[config.mk]
export PLATFORM = sky130hd
export DESIGN_NAME = length_prefix_deframer_top
export DESIGN_NICKNAME = d
export VERILOG_FILES = /design/src/rtl/core/lpd_pkg.sv /design/src/rtl/core/lpd_front.sv /design/src/rtl/core/lpd_cmd_queue.sv /design/src/rtl/core/lpd_back.sv /design/src/rtl/core/length_prefix_deframer_top.sv
export SDC_FILE = /design/constraint.sdc
export NUM_CORES = 1
export LEC_CHECK = 0
export CAP_MARGIN = 25
export CORE_ASPECT_RATIO = 2
export CORE_MARGIN = 2
export CORE_UTILIZATION = 35
export DETAILED_ROUTE_END_ITERATION = 8
export DONT_BUFFER_PORTS = 1
export PLACE_DENSITY_LB_ADDON = 0.1
export REMOVE_ABC_BUFFERS = 1
export SYNTH_ARGS = -nofsm -noshare
export SYNTH_HDL_FRONTEND = slang
export SYNTH_SLANG_ARGS = --single-unit
[constraint.sdc]
create_clock -name clk -period 3.55 [get_ports clk]
set_input_delay 0.355 -clock clk [delete_from_list [all_inputs] [get_ports clk]]
set_output_delay 0.355 -clock clk [all_outputs]
set_load 0.01 [all_outputs]
[src/rtl/core/lpd_pkg.sv]
// Shared types and constants for the length-prefix deframer.
package lpd_pkg;

    localparam int LPD_QUEUE_DEPTH = 4;

    typedef enum logic [2:0] {
        PH_LOW  = 3'b001,
        PH_HIGH = 3'b010,
        PH_BODY = 3'b100
    } phase_t;

    typedef struct packed {
        logic [7:0] packet_byte;
        logic       first_of_packet;
        logic       last_of_packet;
        logic       length_error;
    } res_t;

    // One command holds the results caused by one input byte: one or two.
    typedef struct packed {
        logic two;
        res_t res0;
        res_t res1;
    } cmd_t;

endpackage

[src/rtl/core/lpd_front.sv]
// Front end: accepts stream bytes, tracks framing and issues result commands.
module lpd_front
    import lpd_pkg::*;
(
    input  logic        clk,
    input  logic        rst_n,
    input  logic        accept,
    input  logic [7:0]  data_byte,
    input  logic        chunk_start,
    input  logic [15:0] chunk_length,
    output logic        cmd_wr,
    output cmd_t        cmd
);

    logic        awaiting_reg, awaiting_next;
    phase_t      phase_reg, phase_next;
    logic [7:0]  held_reg, held_next;
    logic [15:0] left_reg, left_next;
    logic [15:0] hdr;
    logic [15:0] hdr_rem;
    logic        emit;
    res_t        r0;
    res_t        r1;
    logic        two;

    assign hdr     = {data_byte, held_reg};
    assign hdr_rem = hdr - 16'd2;

    always_comb
    begin
        awaiting_next = awaiting_reg;
        phase_next    = phase_reg;
        held_next     = held_reg;
        left_next     = left_reg;
        emit          = 1'b0;
        two           = 1'b0;
        r0            = '0;
        r1            = '0;
        if (awaiting_reg)
        begin
            if (chunk_start)
            begin
                if (chunk_length > 16'd1)
                begin
                    held_next  = data_byte;
                    phase_next = PH_HIGH;
                end
                else
                begin
                    phase_next = PH_LOW;
                end
            end
            else if (phase_reg != PH_HIGH)
            begin
                phase_next = PH_LOW;
            end
            else if (hdr != chunk_length || hdr < 16'd2)
            begin
                phase_next = PH_LOW;
            end
            else
            begin
                // Header matches its chunk: the stream is now in step.
                awaiting_next      = 1'b0;
                emit               = 1'b1;
                two                = 1'b1;
                r0.packet_byte     = held_reg;
                r0.first_of_packet = 1'b1;
                r1.packet_byte     = data_byte;
                r1.last_of_packet  = (hdr == 16'd2);
                left_next          = hdr_rem;
                phase_next         = (hdr_rem != 16'd0) ? PH_BODY : PH_LOW;
            end
        end
        else
        begin
            case (phase_reg)
                PH_HIGH:
                begin
                    emit = 1'b1;
                    if (hdr < 16'd2)
                    begin
                        r0.length_error = 1'b1;
                        awaiting_next   = 1'b1;
                        phase_next      = PH_LOW;
                        left_next       = '0;
                    end
                    else
                    begin
                        two                = 1'b1;
                        r0.packet_byte     = held_reg;
                        r0.first_of_packet = 1'b1;
                        r1.packet_byte     = data_byte;
                        r1.last_of_packet  = (hdr == 16'd2);
                        left_next          = hdr_rem;
                        phase_next         = (hdr_rem != 16'd0) ? PH_BODY : PH_LOW;
                    end
                end
                PH_BODY:
                begin
                    emit              = 1'b1;
                    r0.packet_byte    = data_byte;
                    r0.last_of_packet = (left_reg <= 16'd1);
                    if (left_reg <= 16'd1)
                    begin
                        left_next  = '0;
                        phase_next = PH_LOW;
                    end
                    else
                    begin
                        left_next = left_reg - 16'd1;
                    end
                end
                default:
                begin
                    held_next  = data_byte;
                    phase_next = PH_HIGH;
                end
            endcase
        end
    end

    assign cmd_wr   = accept && emit;
    assign cmd.two  = two;
    assign cmd.res0 = r0;
    assign cmd.res1 = r1;

    always_ff @(posedge clk or negedge rst_n)
    begin
        if (!rst_n)
        begin
            awaiting_reg <= 1'b1;
            phase_reg    <= PH_LOW;
            held_reg     <= '0;
            left_reg     <= '0;
        end
        else if (accept)
        begin
            awaiting_reg <= awaiting_next;
            phase_reg    <= phase_next;
            held_reg     <= held_next;
            left_reg     <= left_next;
        end
    end

    // An error command never carries a second result.
    a_err_single: assert property (@(posedge clk) disable iff (!rst_n)
        cmd_wr && cmd.res0.length_error |-> !cmd.two)
        else $error("length error command carries two results");

    // Leaving the wait for a clean start always emits the two header bytes.
    a_sync_emits: assert property (@(posedge clk) disable iff (!rst_n)
        accept && awaiting_reg && !awaiting_next |-> cmd_wr && cmd.two)
        else $error("sync without header results");

endmodule

[src/rtl/core/lpd_cmd_queue.sv]
// Short command queue between the front end and the result stage.
module lpd_cmd_queue
    import lpd_pkg::*;
#(
    parameter int DEPTH = LPD_QUEUE_DEPTH
)
(
    input  logic clk,
    input  logic rst_n,
    input  logic wr,
    input  cmd_t wr_cmd,
    output logic full,
    input  logic rd,
    output cmd_t rd_cmd,
    output logic not_empty
);

    localparam int PTR_W = (DEPTH > 1) ? $clog2(DEPTH) : 1;
    localparam int CNT_W = $clog2(DEPTH + 1);

    cmd_t             slot_reg [DEPTH];
    logic [PTR_W-1:0] wr_ptr_reg, wr_ptr_next;
    logic [PTR_W-1:0] rd_ptr_reg, rd_ptr_next;
    logic [CNT_W-1:0] count_reg, count_next;

    assign full      = (count_reg == CNT_W'(DEPTH));
    assign not_empty = (count_reg != '0);
    assign rd_cmd    = slot_reg[rd_ptr_reg];

    always_comb
    begin
        wr_ptr_next = wr_ptr_reg;
        rd_ptr_next = rd_ptr_reg;
        count_next  = count_reg;
        if (wr)
        begin
            wr_ptr_next = (wr_ptr_reg == PTR_W'(DEPTH - 1)) ? '0 : wr_ptr_reg + 1'b1;
        end
        if (rd)
        begin
            rd_ptr_next = (rd_ptr_reg == PTR_W'(DEPTH - 1)) ? '0 : rd_ptr_reg + 1'b1;
        end
        if (wr && !rd)
        begin
            count_next = count_reg + 1'b1;
        end
        else if (rd && !wr)
        begin
            count_next = count_reg - 1'b1;
        end
    end

    always_ff @(posedge clk)
    begin
        if (wr)
        begin
            slot_reg[wr_ptr_reg] <= wr_cmd;
        end
    end

    always_ff @(posedge clk or negedge rst_n)
    begin
        if (!rst_n)
        begin
            wr_ptr_reg <= '0;
            rd_ptr_reg <= '0;
            count_reg  <= '0;
        end
        else
        begin
            wr_ptr_reg <= wr_ptr_next;
            rd_ptr_reg <= rd_ptr_next;
            count_reg  <= count_next;
        end
    end

    a_no_overflow: assert property (@(posedge clk) disable iff (!rst_n)
        full |-> !wr)
        else $error("command queue written while full");

    a_no_underflow: assert property (@(posedge clk) disable iff (!rst_n)
        !not_empty |-> !rd)
        else $error("command queue read while empty");

endmodule

[src/rtl/core/lpd_back.sv]
// Result stage: unpacks commands into single results behind an output register.
module lpd_back
    import lpd_pkg::*;
(
    input  logic clk,
    input  logic rst_n,
    input  logic cmd_avail,
    input  cmd_t cmd,
    output logic cmd_rd,
    input  logic pop,
    output logic out_valid,
    output res_t out_res
);

    logic out_valid_reg, out_valid_next;
    res_t out_res_reg, out_res_next;
    logic pend_valid_reg, pend_valid_next;
    res_t pend_res_reg, pend_res_next;
    logic slot_free;

    assign slot_free = !out_valid_reg || pop;

    always_comb
    begin
        out_valid_next  = out_valid_reg;
        out_res_next    = out_res_reg;
        pend_valid_next = pend_valid_reg;
        pend_res_next   = pend_res_reg;
        cmd_rd          = 1'b0;
        if (slot_free)
        begin
            if (pend_valid_reg)
            begin
                out_valid_next  = 1'b1;
                out_res_next    = pend_res_reg;
                pend_valid_next = 1'b0;
            end
            else if (cmd_avail)
            begin
                cmd_rd          = 1'b1;
                out_valid_next  = 1'b1;
                out_res_next    = cmd.res0;
                pend_valid_next = cmd.two;
                pend_res_next   = cmd.res1;
            end
            else
            begin
                out_valid_next = 1'b0;
            end
        end
    end

    always_ff @(posedge clk)
    begin
        out_res_reg  <= out_res_next;
        pend_res_reg <= pend_res_next;
    end

    always_ff @(posedge clk or negedge rst_n)
    begin
        if (!rst_n)
        begin
            out_valid_reg  <= 1'b0;
            pend_valid_reg <= 1'b0;
        end
        else
        begin
            out_valid_reg  <= out_valid_next;
            pend_valid_reg <= pend_valid_next;
        end
    end

    assign out_valid = out_valid_reg;
    assign out_res   = out_res_reg;

    a_pend_behind_out: assert property (@(posedge clk) disable iff (!rst_n)
        pend_valid_reg |-> out_valid_reg)
        else $error("second result held without a first one on the output");

    a_err_clean: assert property (@(posedge clk) disable iff (!rst_n)
        out_valid_reg && out_res_reg.length_error |->
            out_res_reg.packet_byte == 8'd0 && !out_res_reg.first_of_packet &&
            !out_res_reg.last_of_packet)
        else $error("error result carries packet fields");

endmodule

[src/rtl/core/length_prefix_deframer_top.sv]
// Top level of the length-prefix deframer.
//
// The block takes one received stream byte per clock (push while full is low)
// and splits the stream into packets whose first two bytes are a little-endian
// 16-bit total length that counts the header itself. Every packet byte comes out
// one at a time on the result queue interface (empty low, pop to take it) with
// first_of_packet on the first header byte and last_of_packet on the final byte.
// After reset, and after any header below two, whole receive chunks are dropped
// until a chunk's own header equals its chunk_length; a header below two in step
// yields one result with length_error set and the other fields zero. An input
// byte is accepted in every cycle in which the command queue between the parser
// and the result stage has room (QUEUE_DEPTH entries); the result stage
// delivers one result per cycle while pop is held high, and since a packet never
// produces more results than it has bytes, full only rises when pop is held low.
// A result reaches the outputs through the command queue, into which its command
// is written, and then the output register of the result stage. A matched header
// is held until its second byte arrives; both header bytes then leave as one
// command, and the result stage gives out the second before any later result.
module length_prefix_deframer_top
    import lpd_pkg::*;
#(
    parameter int QUEUE_DEPTH = LPD_QUEUE_DEPTH
)
(
    input  logic        clk,
    input  logic        rst_n,
    input  logic        push,
    output logic        full,
    input  logic [7:0]  data_byte,
    input  logic        chunk_start,
    input  logic [15:0] chunk_length,
    output logic        empty,
    input  logic        pop,
    output logic [7:0]  packet_byte,
    output logic        first_of_packet,
    output logic        last_of_packet,
    output logic        length_error
);

    logic accept;
    logic cmd_wr;
    cmd_t cmd_in;
    cmd_t cmd_out;
    logic cmd_rd;
    logic cmd_avail;
    logic out_valid;
    res_t out_res;

    // A request is taken whenever the command queue has room.
    assign accept = push && !full;

    lpd_front u_front (
        .clk          (clk),
        .rst_n        (rst_n),
        .accept       (accept),
        .data_byte    (data_byte),
        .chunk_start  (chunk_start),
        .chunk_length (chunk_length),
        .cmd_wr       (cmd_wr),
        .cmd          (cmd_in)
    );

    lpd_cmd_queue #(
        .DEPTH (QUEUE_DEPTH)
    ) u_queue (
        .clk       (clk),
        .rst_n     (rst_n),
        .wr        (cmd_wr),
        .wr_cmd    (cmd_in),
        .full      (full),
        .rd        (cmd_rd),
        .rd_cmd    (cmd_out),
        .not_empty (cmd_avail)
    );

    lpd_back u_back (
        .clk       (clk),
        .rst_n     (rst_n),
        .cmd_avail (cmd_avail),
        .cmd       (cmd_out),
        .cmd_rd    (cmd_rd),
        .pop       (pop),
        .out_valid (out_valid),
        .out_res   (out_res)
    );

    // The output register holds the oldest result until it is popped.
    assign empty           = !out_valid;
    assign packet_byte     = out_res.packet_byte;
    assign first_of_packet = out_res.first_of_packet;
    assign last_of_packet  = out_res.last_of_packet;
    assign length_error    = out_res.length_error;

endmodule
======== After elaboration in Yosys (flattened, before gate mapping) ========
Memories as Yosys holds them, arrays and structs flattened.
Index checks and enable logic that the tools add are counted.
Widths: inputs -> output; s select.
word-level totals
  register bits after elaboration ......... 59
  bits of input ports ..................... 29
  word-level logic and storage cells ...... 133
  memory bits (writable) .................. 84
  memories ................................ 1
operators by class
  bitwise operators ....................... 1
  order comparisons ....................... 3
  add/sub/neg operators ................... 6
  reduce and logical (&&, ||, !) cells .... 21
  equality and inequality tests ........... 15
  muxes and demuxes ....................... 69
memories
  name              depth  bits a word  rd ports  clocked after Yosys merged registers in  write ports  RTL line             RTL
  u_queue.slot_reg  4      21           1         0                                        1            lpd_cmd_queue.sv:21  cmd_t slot_reg [DEPTH];
operator list
  cell                   number
  $mux 16                6
  $mux 8                 10
  $mux 9                 5
  $pmux 16 s2            1
  $mux 1                 30
  $mux 3                 9
  $mux 11                2
  $eq 16x2->1 const B    1
  $gt 16x1->1 const B    1
  $le 16x1->1 const B    1
  $lt 16x2->1 const B    1
  $ne 16x16->1           1
  $pmux 8 s2             1
  $reduce_bool 16->1     1
  $sub 16x1->16 const B  1
  $sub 16x2->16 const B  1
  $ne 2x2->1 const B     5
  $mux 2                 4
  $eq 3x3->1 const B     2
  $pmux 3 s2             1
  $reduce_bool 3->1      2
  $reduce_and 5->1       1
  $add 2x1->2 const B    2
  $eq 2x2->1 const B     2
  15 further kinds       24

======== Logic depth before layout (Yosys ltp) ========
Gate-level depths: netlist of the first run.
  word-level depth ........................ 11
  mapped depth ............................ 14
  gate-level depth less buffers ........... 12

======== Cells and area by module ========
A second synthesis of the first run with hierarchy kept.
second synthesis, totals
  cell total of the unflattened synthesis .. 534
  area, all modules ....................... 7289.5 µm²
modules (own cells, without submodules)
  module                      instances  area each (µm²)  cells an instance
  lpd_cmd_queue               1          3779.9           158
  lpd_front                   1          2596.2           329
  lpd_back                    1          895.9            45
  length_prefix_deframer_top  1          17.5             2

======== Least setup slack after synthesis of the first run ========
No wires, ideal clock.
  path kind ............................... in2reg
  start ................................... input port data_byte[5]
  end ..................................... register u_queue.count_reg[2]
  required time ........................... 3.471 ns
  setup time .............................. 0.079 ns
  path slack .............................. 0.733 ns
  arrival ................................. 2.738 ns
  stages .................................. 13
  cell sequence ........................... clkbuf_1 xnor2_1 nand4_1 nor4b_2 a31oi_4 nand2b_4 inv_2 ha_1 inv_1 fa_1 xor2_1 nor2_1 xor2_1
on the way
  cells in the longest elaborated chain, start to end .. 10
  elaborated cells on any way between the ends .. 13
ends and longest elaborated chain
  what                                         RTL line                          RTL
  from (decl)                                  length_prefix_deframer_top.sv:29  input logic [7:0] data_byte,
  $lt 16x2->1 or $ne 16x16->1 (tied branches)  lpd_front.sv:57                   else if (hdr != chunk_length || hdr < 16'd2)
  $logic_or 1x1->1 *                           lpd_front.sv:57
  $mux 1 *                                     lpd_front.sv:57
  $mux 1 *                                     lpd_front.sv:53                   else if (phase_reg != PH_HIGH)
  $mux 1 *                                     lpd_front.sv:41                   if (chunk_start)
  $mux 1 *                                     lpd_front.sv:39                   if (awaiting_reg)
  $logic_and 1x1->1 *                          lpd_front.sv:123                  assign cmd_wr = accept && emit;
  via cmd_wr                                   length_prefix_deframer_top.sv:41  logic cmd_wr;
  $logic_not 1->1                              lpd_cmd_queue.sv:47               else if (rd && !wr)
  $logic_and 1x1->1                            lpd_cmd_queue.sv:47
  $reduce_bool 2->1 (no line)                  --
  to (signal assigned)                         lpd_cmd_queue.sv:73               count_reg <= count_next;
  to (decl)                                    lpd_cmd_queue.sv:24               logic [CNT_W-1:0] count_reg, count_next;
The timed path passes the listed nets; every way through them passes the cells marked *.
A chain may end at the register's enable or synchronous reset.

======== Final worst setup path of the first run ========
  start ................................... register u_front.held_reg[1]
  end ..................................... register u_queue.count_reg[2]
on the way
  cells in the longest elaborated chain, start to end .. 10
  elaborated cells on any way between the ends .. 13
ends and longest elaborated chain
  what                                         RTL line                          RTL
  from (decl)                                  lpd_front.sv:17                   logic [7:0] held_reg, held_next;
  from (signal assigned)                       lpd_front.sv:141                  held_reg <= held_next;
  $lt 16x2->1 or $ne 16x16->1 (tied branches)  lpd_front.sv:57
  $logic_or 1x1->1 *                           lpd_front.sv:57
  $mux 1 *                                     lpd_front.sv:57
  $mux 1 *                                     lpd_front.sv:53
  $mux 1 *                                     lpd_front.sv:41
  $mux 1 *                                     lpd_front.sv:39
  $logic_and 1x1->1 *                          lpd_front.sv:123
  via cmd_wr                                   length_prefix_deframer_top.sv:41
  $logic_not 1->1                              lpd_cmd_queue.sv:47
  $logic_and 1x1->1                            lpd_cmd_queue.sv:47
  $reduce_bool 2->1 (no line)                  --
Marked as above.

==> results of run 1 <==
stage by stage:
| stage | hold slack, ps | setup slack (ps) | cells | total power [mW] | util |
|---|---|---|---|---|---|
| 3_3_place_gp | 60.9 | 601 | 744 | 5.22 | 0.374 |
| 3_5_place_dp | 60.9 | 465 | 744 | 5.26 | 0.374 |
| 5_1_grt | 26.5 | 215 | 778 | 7.37 | 0.407 |
| 6_report | 47.6 | 482 | 778 | 6.99 | 0.407 |
| 4_1_cts | 23.9 | 452 | 778 | 7.07 | 0.407 |
| 2_1_floorplan | 59.4 | 626 | 467 | 4.30 | - |
power by group:
part | leakage [nW] | switching [mW] | internal [mW]
combinational | 1.01 | 1.43 | 1.05
sequential | 1.39 | 0.400 | 2.34
clock | 0.276 | 0.715 | 1.05
total | 2.67 | 2.54 | 4.44
cell type report:
| class | count | share of cell area |
|---|---|---|
| timing repair buffer | 24 | 0.0256 |
| inverter | 17 | 0.00837 |
| tap | 255 | 0.0418 |
| sequential | 137 | 0.516 |
| clock buffer | 18 | 0.0563 |
| clock inverter | 14 | 0.0213 |
| multi-input combinational | 313 | 0.331 |
placed cells by master (no fill, tap or decap), types with 4 or more instances in the layout:
| cell type | instances |
|---|---|
| o31ai_1 | 8 |
| inv_1 | 16 |
| a21oi_1 | 11 |
| a31oi_1 | 6 |
| nand2_1 | 14 |
| ha_1 | 9 |
| and3_1 | 6 |
| o21ai_0 | 27 |
| o21a_1 | 4 |
| nand2b_1 | 4 |
| nor2b_1 | 4 |
| o21ai_1 | 6 |
| clkinvlp_4 | 4 |
| buf_4 | 22 |
| nor4_1 | 14 |
| dfrtp_1 | 35 |
| xnor2_1 | 21 |
| edfxtp_1 | 100 |
| mux2_2 | 19 |
| nor3_1 | 15 |
| nor2_1 | 33 |
| inv_6 | 5 |
| and2_1 | 13 |
| mux4_2 | 20 |
| nand4_1 | 8 |
| xor2_1 | 12 |
| a22oi_1 | 12 |
| clkbuf_16 | 17 |
worst reg2reg max path: stages (launching register included):
cell      delay (ps)
dfrtp_1          570
xnor2_1          170
nand4_1          100
nor3_1           390
a31oi_4          150
nand2b_4         250
inv_2            190
ha_1             200
inv_1             60
fa_1             430
xor2_1           170
nor2_1           120
xor2_1           180
final timing paths:
path / slack (ps) / start / to / depth (start not counted)
setup / recovery: 480 / u_front.held_reg[1] / u_queue.count_reg[2] / 12
hold / removal: 50 / pop / u_back.out_valid / 1
setup reg to reg: 480 / u_front.held_reg[1] / u_queue.count_reg[2] / 12
hold reg to reg: 500 / u_front.left_reg[1] / u_front.left_reg[1] / 1
max in group asynchronous: 2850 / rst_n / u_front.awaiting_reg / 2
min in group asynchronous: 440 / rst_n / u_queue.rd_ptr_reg[0] / 2
cells by family after synthesis:
group | after synthesis | share of synthesized area
mux | 42 | 0.104
simple gates | 133 | 0.113
compound gates | 95 | 0.0959
xor+xnor | 33 | 0.0432
fa+ha+maj | 10 | 0.0198
flops | 137 | 0.587
buf+inv | 50 | 0.0366
per-layer routing:
layer,track usage,vias up
met5,0,-
met4,0.134,0
met3,0.0371,52
met2,0.335,152
met1,0.182,2108
li1,-,1924
==> impl_results.md, run 1 <==
* Status: finished clean
* Synth top area share at 0.448
* Worst-path clk slew at roughly 60 ps
* Final worst path period need at a little over 3000 ps
* Slew Limit Fails at 0
* Area Growth Syn to Fin at 13.9%
* Root buf cell: clkbuf_16
* CP Launch Type: flip-flop
* Seq cells post-synth at 137
* FMAX at about 330 MHz
* Setup TNS at 0 ps
* Fin area at ~7600 µm²
* Width of the die at about 100 µm
* Vias in the first global route at 4491
* Antenna Cells at 0
* DRC Markers at 0
* RD Place Congestion at around 0.92
* DP HPWL at about 13000 µm
* Starting Density at 0.357
* Initial drt markers at 228
* Total core area at between 15000 and 20000 µm²
* Clock Latency Late Sink at 420 ps
* Multi-input gate area at 2520 µm²
* Final wirelength at 17600 µm
* Antenna-violating nets left at 0
* Crit-path cells: xnor2_1 -> nand4_1 -> nor3_1 -> a31oi_4 -> nand2b_4 -> inv_2 -> ha_1 -> inv_1 -> fa_1 -> xor2_1 -> nor2_1 -> xor2_1
* Synthesized area at ~6700 µm²
* Required @ worst endpoint at between 3000 and 4000 ps
* Die area at around 20000 µm²
* Final cycle utilization of the critical path at 0.864
* Number of enable flip-flop cells after synthesis at 100
* CP top delay family: simple AND/OR/NAND/NOR gates
* CP max FO at 15
* Sequential fraction of the synthesis area at 0.587
* Register Area at roughly 4000 µm²
* CTS Sinks at roughly 140
* Deepest clock path buffer count at 2
* Crit path top cell by count: xor2_1
* Ys Warns at 0
* Maximum VDD drop at around 0.4 mV
* CTS tree: built
* Layout Nets at roughly 550
* Wl on met1 at ~6000 µm
* DR vias at ~4.2k
* Uppermost routed layer: met4
* Total track usage at 0.185
* Pwr/cell area at between 900 and 1000 nW/µm²
* Slew headroom at 0.447
* Chip height at about 200 µm
* Worst path bufs/invs at 2
* Htree depth at 4
* I/O pin count at 42
* Vias/cell at around 5.4
* Area after DPL at between 7000 and 8000 µm²
* Cells after Synth at 500
* Post-synth top cells: edfxtp_1, dfrtp_1, nor2_1
* CTS Hold Bufs at 2
* Maxcap violations at 0
* Initial antenna violation count at 0
* Setup bufs post-CTS at 0
* CTS Buf Count at 17
* Slowest stage cell, crit path: dfrtp_1
* Port Buffer Count at 0
* Synth top area cells: edfxtp_1, dfrtp_1, mux4_2, mux2_2, xnor2_1
* RSZ-0062 raised after global routing: false
* Skew final at between 6 and 7 ps
* Fillers at roughly 1.8k
* Actual slew at the worst max-slew pin at 830 ps
* Top-count cell post-synth: edfxtp_1
* Critical Path AT at 3400 ps
* WS Path Type: reg -> reg
* Met2 Routed Length at 9700 µm
* Pin count of the biggest net entering global routing at 38
* First-pass GRT wire length at about 27000 µm
* Cell row count at a little over 70
* CP max stage delay at between 500 and 600 ps
* Post-CTS resize count at 0
* Layout cells sized above 1 at 0.205
* Hold Fails Final Rpt at 0
* WL per Instance at 22.6 µm
* Path category of the worst min-delay check: in -> reg
* Leakage Power at around 2.7 nW
* Cell variety after synth at 61
* Synth Flop Type: edfxtp_1
* Max FFs per register at 80
* Gr ovfl total at 0
* Drt pass-1 iters at 6
* FFs w/ async S/R, synth at 0.270
* Largest area contributor in the netlist: edfxtp_1
* Avg Synthesized Cell Area at roughly 13 µm²
* Met3 routed WL at 597 µm
* Worst Setup End Kind: flip-flop
* Final setup fails at 0
(Power assumes the default switching activity.)
==> run 2: changes to the inputs <==
- CAP_MARGIN: 25 -> default
- CORE_UTILIZATION: 35 -> 50
- MAX_ROUTING_LAYER: default -> met4
==> run 2 against run 1 <==
Effect of this change: the flow now finishes with violations (design-rule violations); count of clock-buffer cells in the layout stayed put; core utilization is 17 points higher; first-iteration DRC count is 3.5% higher; worst setup slack worse by 43 ps.
==> impl_results.md, run 2 (synthesis results as in run 1) <==
* Skew final at 12.5 ps (+5.94 ps)
* Slew Limit Fails at 0 (unchanged)
* Commonest non-fill, non-tap cell in the layout: edfxtp_1
* Chip height at 168 µm (-16%)
* Crit. Startpoint: u_front.held_reg[3]
* DP HPWL at 11700 µm (-8.7%)
* Pin count of the biggest net entering global routing at 38 (unchanged)
* Total power at 6.92 mW (-0.98%)
* Required @ worst endpoint at 3890 ps (about the same)
* Worst reg2reg setup slack at 440 ps (-40 ps)
* Vias in the first global route at 4307 (-4.1%)
* Area Growth Syn to Fin at 11.8%
* Fillers at 1047 (-40%)
* Stages on the worst setup path at 12 (unchanged)
* Maxcap violations at 0 (unchanged)
* Pwr/cell area at 924 nW/µm² (+0.82%)
* Failing checks: design-rule violations
* CTS Sinks at 137 (unchanged)
* Final setup fails at 0 (unchanged)
* Starting Density at 0.512 (+0.155)
* RSZ-0062 raised after global routing: false
* Total core area at 13100 µm² (-30%)
* CTS tree: built
* Vias/cell at 6.33 (+16%)
* Drt pass-1 iters at 6 (unchanged)
* Path category of the worst min-delay check: in -> reg
* Layout Nets at 545 (-0.73%)
* Worst Setup End Kind: flip-flop
* Final wirelength at 16400 µm (-6.8%)
* Non-Filler Instances at 671 (-14%)
* Hold Path Cell Cnt at 1 (unchanged)
* WS Path Type: reg -> reg
* WL per Instance at 24.4 µm (+8.0%)
* Worst reg2reg path startpoint: u_front.held_reg[3]
* Crit-path cells: xnor2_1 -> nand4_1 -> nor3_1 -> a31oi_4 -> nand2b_4 -> inv_2 -> ha_1 -> inv_1 -> fa_1 -> xor2_1 -> nor2_1 -> xor2_1
* Worst path bufs/invs at 2 (unchanged)
* Critical Path End: u_queue.count_reg[2]
* Clock Latency Late Sink at 410 ps (about the same)
* CP top delay family: simple AND/OR/NAND/NOR gates
* Slowest stage cell, crit path: dfrtp_1
* Antenna-violating nets left at 0 (unchanged)
* FMAX at 321 MHz (-1.4%)
* DR vias at 4246 (+0.24%)
* Post-CTS resize count at 0 (unchanged)
* CP Launch Type: flip-flop
* Critical Path AT at 3450 ps (+50 ps)
* Placed cell count at 637 (-14%)
* Final cycle utilization of the critical path at 0.876 (+0.0120)
* First-pass GRT wire length at 25300 µm (-5.2%)
* Reg2Reg Capture Point: u_queue.count_reg[2]
* CTS Buf Count at 17 (unchanged)
* Commonest cells after routing, fill and taps aside: edfxtp_1, dfrtp_1, nor2_1
* Gr ovfl total at 0 (unchanged)
* Hold Fails Final Rpt at 0 (unchanged)
* Die area at 14400 µm² (-29%)
* Cell row count at 59 (-17%)
* Maximum VDD drop at 0.449 mV (+12%)
* Deepest clock path buffer count at 2 (unchanged)
* Htree depth at 4 (unchanged)
* Slew headroom at 0.388 (-0.0589)
* CP max FO at 15 (unchanged)
* Worst reg2reg path depth at 12 (unchanged)
* Root buf cell: clkbuf_16
* Layout cells sized above 1 at 0.198 (-0.00613)
* Total track usage at 0.247 (+0.0615)
* Max FFs per register at 80 (unchanged)
* Initial antenna violation count at 0 (unchanged)
* Final worst path period need at 3110 ps (+42.7 ps)
* Crit path top cell by count: xor2_1
* Port Buffer Count at 0 (unchanged)
* Setup TNS at 0 ps (unchanged)
* Initial drt markers at 236 (+3.5%)
* Leakage Power at 2.67 nW (about the same)
* Worst-path clk slew at 70 ps (about the same)
* RD Place Congestion at 1.01 (+10%)
* CP max stage delay at 590 ps (+20 ps)
* Status: complete, but fails checks
* Actual slew at the worst max-slew pin at 918 ps (+88.3 ps)
* I/O pin count at 42 (unchanged)
* Antenna Cells at 0 (unchanged)
* Width of the die at 85.8 µm (-16%)
* DRC Markers at 4 (+4)
* Setup bufs post-CTS at 0 (unchanged)
==> run 2: how the worst min path moves through the flow <==
stage                      from             endpoint  slack, ps
final                       pop     u_back.out_valid         40
after CTS                   pop     u_back.out_valid         30
after floorplan           rst_n     u_back.out_valid         60
after global placement    rst_n  u_front.left_reg[3]         60
after global routing        pop     u_back.out_valid         20
after detailed placement  rst_n  u_front.left_reg[2]         60
==> run 2: final cells by class <==
cell class	count	area (µm²)	share of cell area
multi-input cells	313	2520	0.337
well taps	152	190	0.0254
inverters	17	63.8	0.00852
repair buffers	20	165	0.0221
clock buffers	18	429	0.0573
flip-flops and latches	137	3930	0.525
clock inverters	14	185	0.0247
==> run 2: report_power, final <==
part	switching, mW	internal [mW]
Combinational	1.32	1.02
Clock	0.705	1.12
Sequential	0.409	2.34
==> run 2: worst reg2reg max path, stage by stage (launching register included) <==
cell and delay (ps):
dfrtp_1 590, xnor2_1 170, nand4_1 100, nor3_1 440
a31oi_4 170, nand2b_4 260, inv_2 190, ha_1 210
inv_1 70, fa_1 420, xor2_1 170, nor2_1 110
xor2_1 150
==> run 2: metal layers <==
metal,global-route usage,up-vias,routed length (µm)
met2,0.430,136,9170
met4,0.136,0,916
met3,0.0419,48,551
met5,-,-,0
li1,-,1922,-
met1,0.259,2140,5720
==> run 2: timing repair <==
item	in CTS	in global routing
endpoints found under the setup margin	0	0
hold buffers	2	0
hold endpoints to repair	37	0
==> run 2: stage by stage <==
| stage | setup slack (ps) | cell area, µm² | utilization | hold slack [ps] |
|---|---|---|---|---|
| after global routing | 167 | 7490 | 0.573 | 22.7 |
| after floorplan | 626 | 6520 | - | 59.4 |
| after CTS | 434 | 7490 | 0.573 | 25.4 |
| after global placement | 546 | 6850 | 0.524 | 60.6 |
| after detailed placement | 445 | 6850 | 0.524 | 60.6 |
| final | 439 | 7490 | 0.573 | 36.0 |
==> run 3: changes to the inputs <==
- SYNTH_HIERARCHICAL: default -> 1
==> run 3 against run 2 <==
Effect of this change: the run now ends clean; count of clock-buffer cells in the layout is the same; total power shrank 27%; sequential share of layout area grew 1.6 points; combinational power shrank 60%; sequential cell count grew 14; largest cell class unchanged; largest power group unchanged.
==> impl_results.md, run 3 <==
* FFs w/ async S/R, synth at 0.245 (-0.0250)
* Maximum VDD drop at 0.390 mV (-13%)
* Placed cell count at 709 (+11%)
* Clock Latency Late Sink at 410 ps (about the same)
* Slew headroom at 0.293 (-0.0947)
* Stages on the worst setup path at 13 (+1)
* Synth Area in Compound Gates at 0.0750 (-0.0208)
* Slowest stage cell, crit path: dfrtp_1
* CP max stage delay at 500 ps (-90 ps)
* Reg2Reg Capture Point: u_queue/count_reg[2]
* Max FFs per register at 92 (+15%)
* Crit path top cell by count: xor2_1
* Area Growth Syn to Fin at 10.3%
* Worst reg2reg path startpoint: u_front/held_reg[4]
* CTS Buf Count at 17 (unchanged)
* Vias/cell at 5.87 (-7.2%)
* Hold Fails Final Rpt at 0 (unchanged)
* Vias in the first global route at 4574 (+6.2%)
* Worst Setup End Kind: flip-flop
* Cell variety after synth at 62 (+1.6%)
* RD Place Congestion at 0.945 (-6.5%)
* Ys Warns at 6 (+6)
* Total core area at 14300 µm² (+9.2%)
* XOR/XNOR Fraction of Synth Area at 0.0396 (-0.00351)
* Leakage Power at 2.67 nW (about the same)
* RSZ-0062 raised after global routing: false
* Antenna-violating nets left at 0 (unchanged)
* Commonest cells after routing, fill and taps aside: edfxtp_1, o21ai_0, dfrtp_1
* DP Worst Slack at 503 ps (+57.6 ps)
* Root buf cell: clkbuf_16
* Pin count of the biggest net entering global routing at 38 (unchanged)
* Worst reg2reg setup slack at 490 ps (+50 ps)
* Port Buffer Count at 0 (unchanged)
* Skew final at 10.6 ps (-1.96 ps)
* Status: finished clean
* WS Path Type: reg -> reg
* Initial drt markers at 209 (-11%)
* DRC Markers at 0 (-4)
* Fin area at 8040 µm² (+7.4%)
* Path category of the worst min-delay check: in -> reg
* Total power at 5.03 mW (-27%)
* Number of enable flip-flop cells after synthesis at 114 (+14%)
* Synthesized area at 7290 µm² (+8.9%)
* DR vias at 4363 (+2.8%)
* Final worst path period need at 3060 ps (-48.4 ps)
* Cell row count at 62 (+5.1%)
* Htree depth at 4 (unchanged)
* Largest area contributor in the netlist: edfxtp_1
* Critical Path End: u_queue/count_reg[2]
* Seq cells post-synth at 151 (+10%)
* CTS Sinks at 151 (+10%)
* I/O pin count at 42 (unchanged)
* Worst-path clk slew at 60 ps (about the same)
* Chip height at 175 µm (+4.2%)
* Worst reg2reg path depth at 13 (+1)
* Critical Path AT at 3400 ps (-50 ps)
* Width of the die at 89.4 µm (+4.1%)
* Starting Density at 0.511 (-0.00180)
* Setup TNS at 0 ps (unchanged)
* Worst path bufs/invs at 2 (unchanged)
* Setup bufs post-CTS at 0 (unchanged)
* CTS tree: built
* Synth top area cells: edfxtp_1, dfrtp_1, mux4_2, xor2_1, mux2_2
* Post-synth top cells: edfxtp_1, o21ai_0, dfrtp_1
* Layout Nets at 577 (+5.9%)
* Initial antenna violation count at 0 (unchanged)
* Non-Filler Instances at 743 (+11%)
* Die area at 15600 µm² (+8.5%)
* Pwr/cell area at 626 nW/µm² (-32%)
* DP HPWL at 11900 µm (+1.9%)
* Layout cells sized above 1 at 0.211 (+0.0121)
* Minimum hold slack at 78.8 ps (+42.8 ps)
* Fin worst setup slack at 488 ps (+48.4 ps)
* Combinational family with the most area after synthesis: simple AND/OR/NAND/NOR gates
* Area after DPL at 7420 µm² (+8.4%)
* Mux share of post-synthesis cell area at 0.108 (+0.00370)
* CP Launch Type: flip-flop
* Final setup fails at 0 (unchanged)
* Synth Area in Adders at 0.0182 (-0.00161)
* Synth top area share at 0.470 (+0.0212)
* Final wirelength at 16800 µm (+2.7%)
* Avg Synthesized Cell Area at 13.7 µm² (+1.9%)
* Crit-path cells: xor2_1 -> nor4_1 -> nand4_1 -> nor3_2 -> a31oi_4 -> nand2b_4 -> inv_2 -> ha_1 -> inv_1 -> fa_1 -> xor2_1 -> nor2_1 -> xor2_1
* CP max FO at 9 (-6)
* Deepest clock path buffer count at 2 (unchanged)
* Final cycle utilization of the critical path at 0.863 (-0.0136)
* First-pass GRT wire length at 26100 µm (+3.2%)
* Cells after Synth at 534 (+6.8%)
* Synth Flop Type: edfxtp_1
* Drt pass-1 iters at 5 (-1)
* Actual slew at the worst max-slew pin at 1060 ps (+137 ps)
* Maxcap violations at 0 (unchanged)
* Total track usage at 0.238 (-0.00854)
* Sequential fraction of the synthesis area at 0.597 (+0.00991)
* Gr ovfl total at 0 (unchanged)
* Post-synthesis simple-gate area fraction at 0.118 (+0.00452)
* Final Util at 0.563 (-0.00974)
* Antenna Cells at 0 (unchanged)
* Crit. Startpoint: u_front/held_reg[4]
* Required @ worst endpoint at 3890 ps (about the same)
* WL per Instance at 22.6 µm (-7.3%)
* FMAX at 327 MHz (+1.6%)
* Commonest non-fill, non-tap cell in the layout: edfxtp_1
* CP top delay family: simple AND/OR/NAND/NOR gates
* Slew Limit Fails at 0 (unchanged)
* Top-count cell post-synth: edfxtp_1
[run 3: cell type report]
class                   count  area, µm²
repair buffers             21        173
clock buffers              18        439
multi-input cells         332       2630
well taps                 192        240
flip-flops and latches    151       4350
fillers                  1210       6230
clock inverters            14        156
inverters                  15       56.3
[run 3: repair_timing]
action,in CTS,in global routing
hold buffers,2,0
hold endpoints to repair,37,0
setup endpoints to repair,0,0
gates resized for setup,0,0
[run 3: worst min path at each step]
| stage | from | to | slack, ps | cells past startpoint |
|---|---|---|---|---|
| final | data_byte[2] | u_front/held_reg[2] | 80 | 2 |
| after global routing | data_byte[1] | u_front/held_reg[1] | 70 | 2 |
| after CTS | data_byte[2] | u_front/held_reg[2] | 60 | 2 |
| after detailed placement | rst_n | u_front/left_reg[8] | 60 | 0 |
| after global placement | rst_n | u_front/left_reg[8] | 60 | 0 |
| after floorplan | rst_n | u_back/out_valid | 60 | 0 |
[run 3: where the power goes]
group,switching [mW],internal [mW]
clock network,0.771,1.02
registers,0.250,2.06
logic,0.490,0.445
total,1.51,3.52
[run 3: cell families after synthesis]
family,Yosys count
multiplexers,45
flip-flops,151
other,1
buffers and inverters,52
AND/OR/NAND/NOR,157
adder cells (fa/ha/maj),10
AO/OA/AOI/OAI,85
XOR/XNOR,33
[run 3: routing by layer]
metal  global-route usage  vias to the layer above  wire, µm
li1                     -                     2005         -
met1                0.255                     2199      6050
met2                0.403                      118      9310
met3               0.0482                       41       500
met4                0.126                        0       938
met5                    -                        -         0
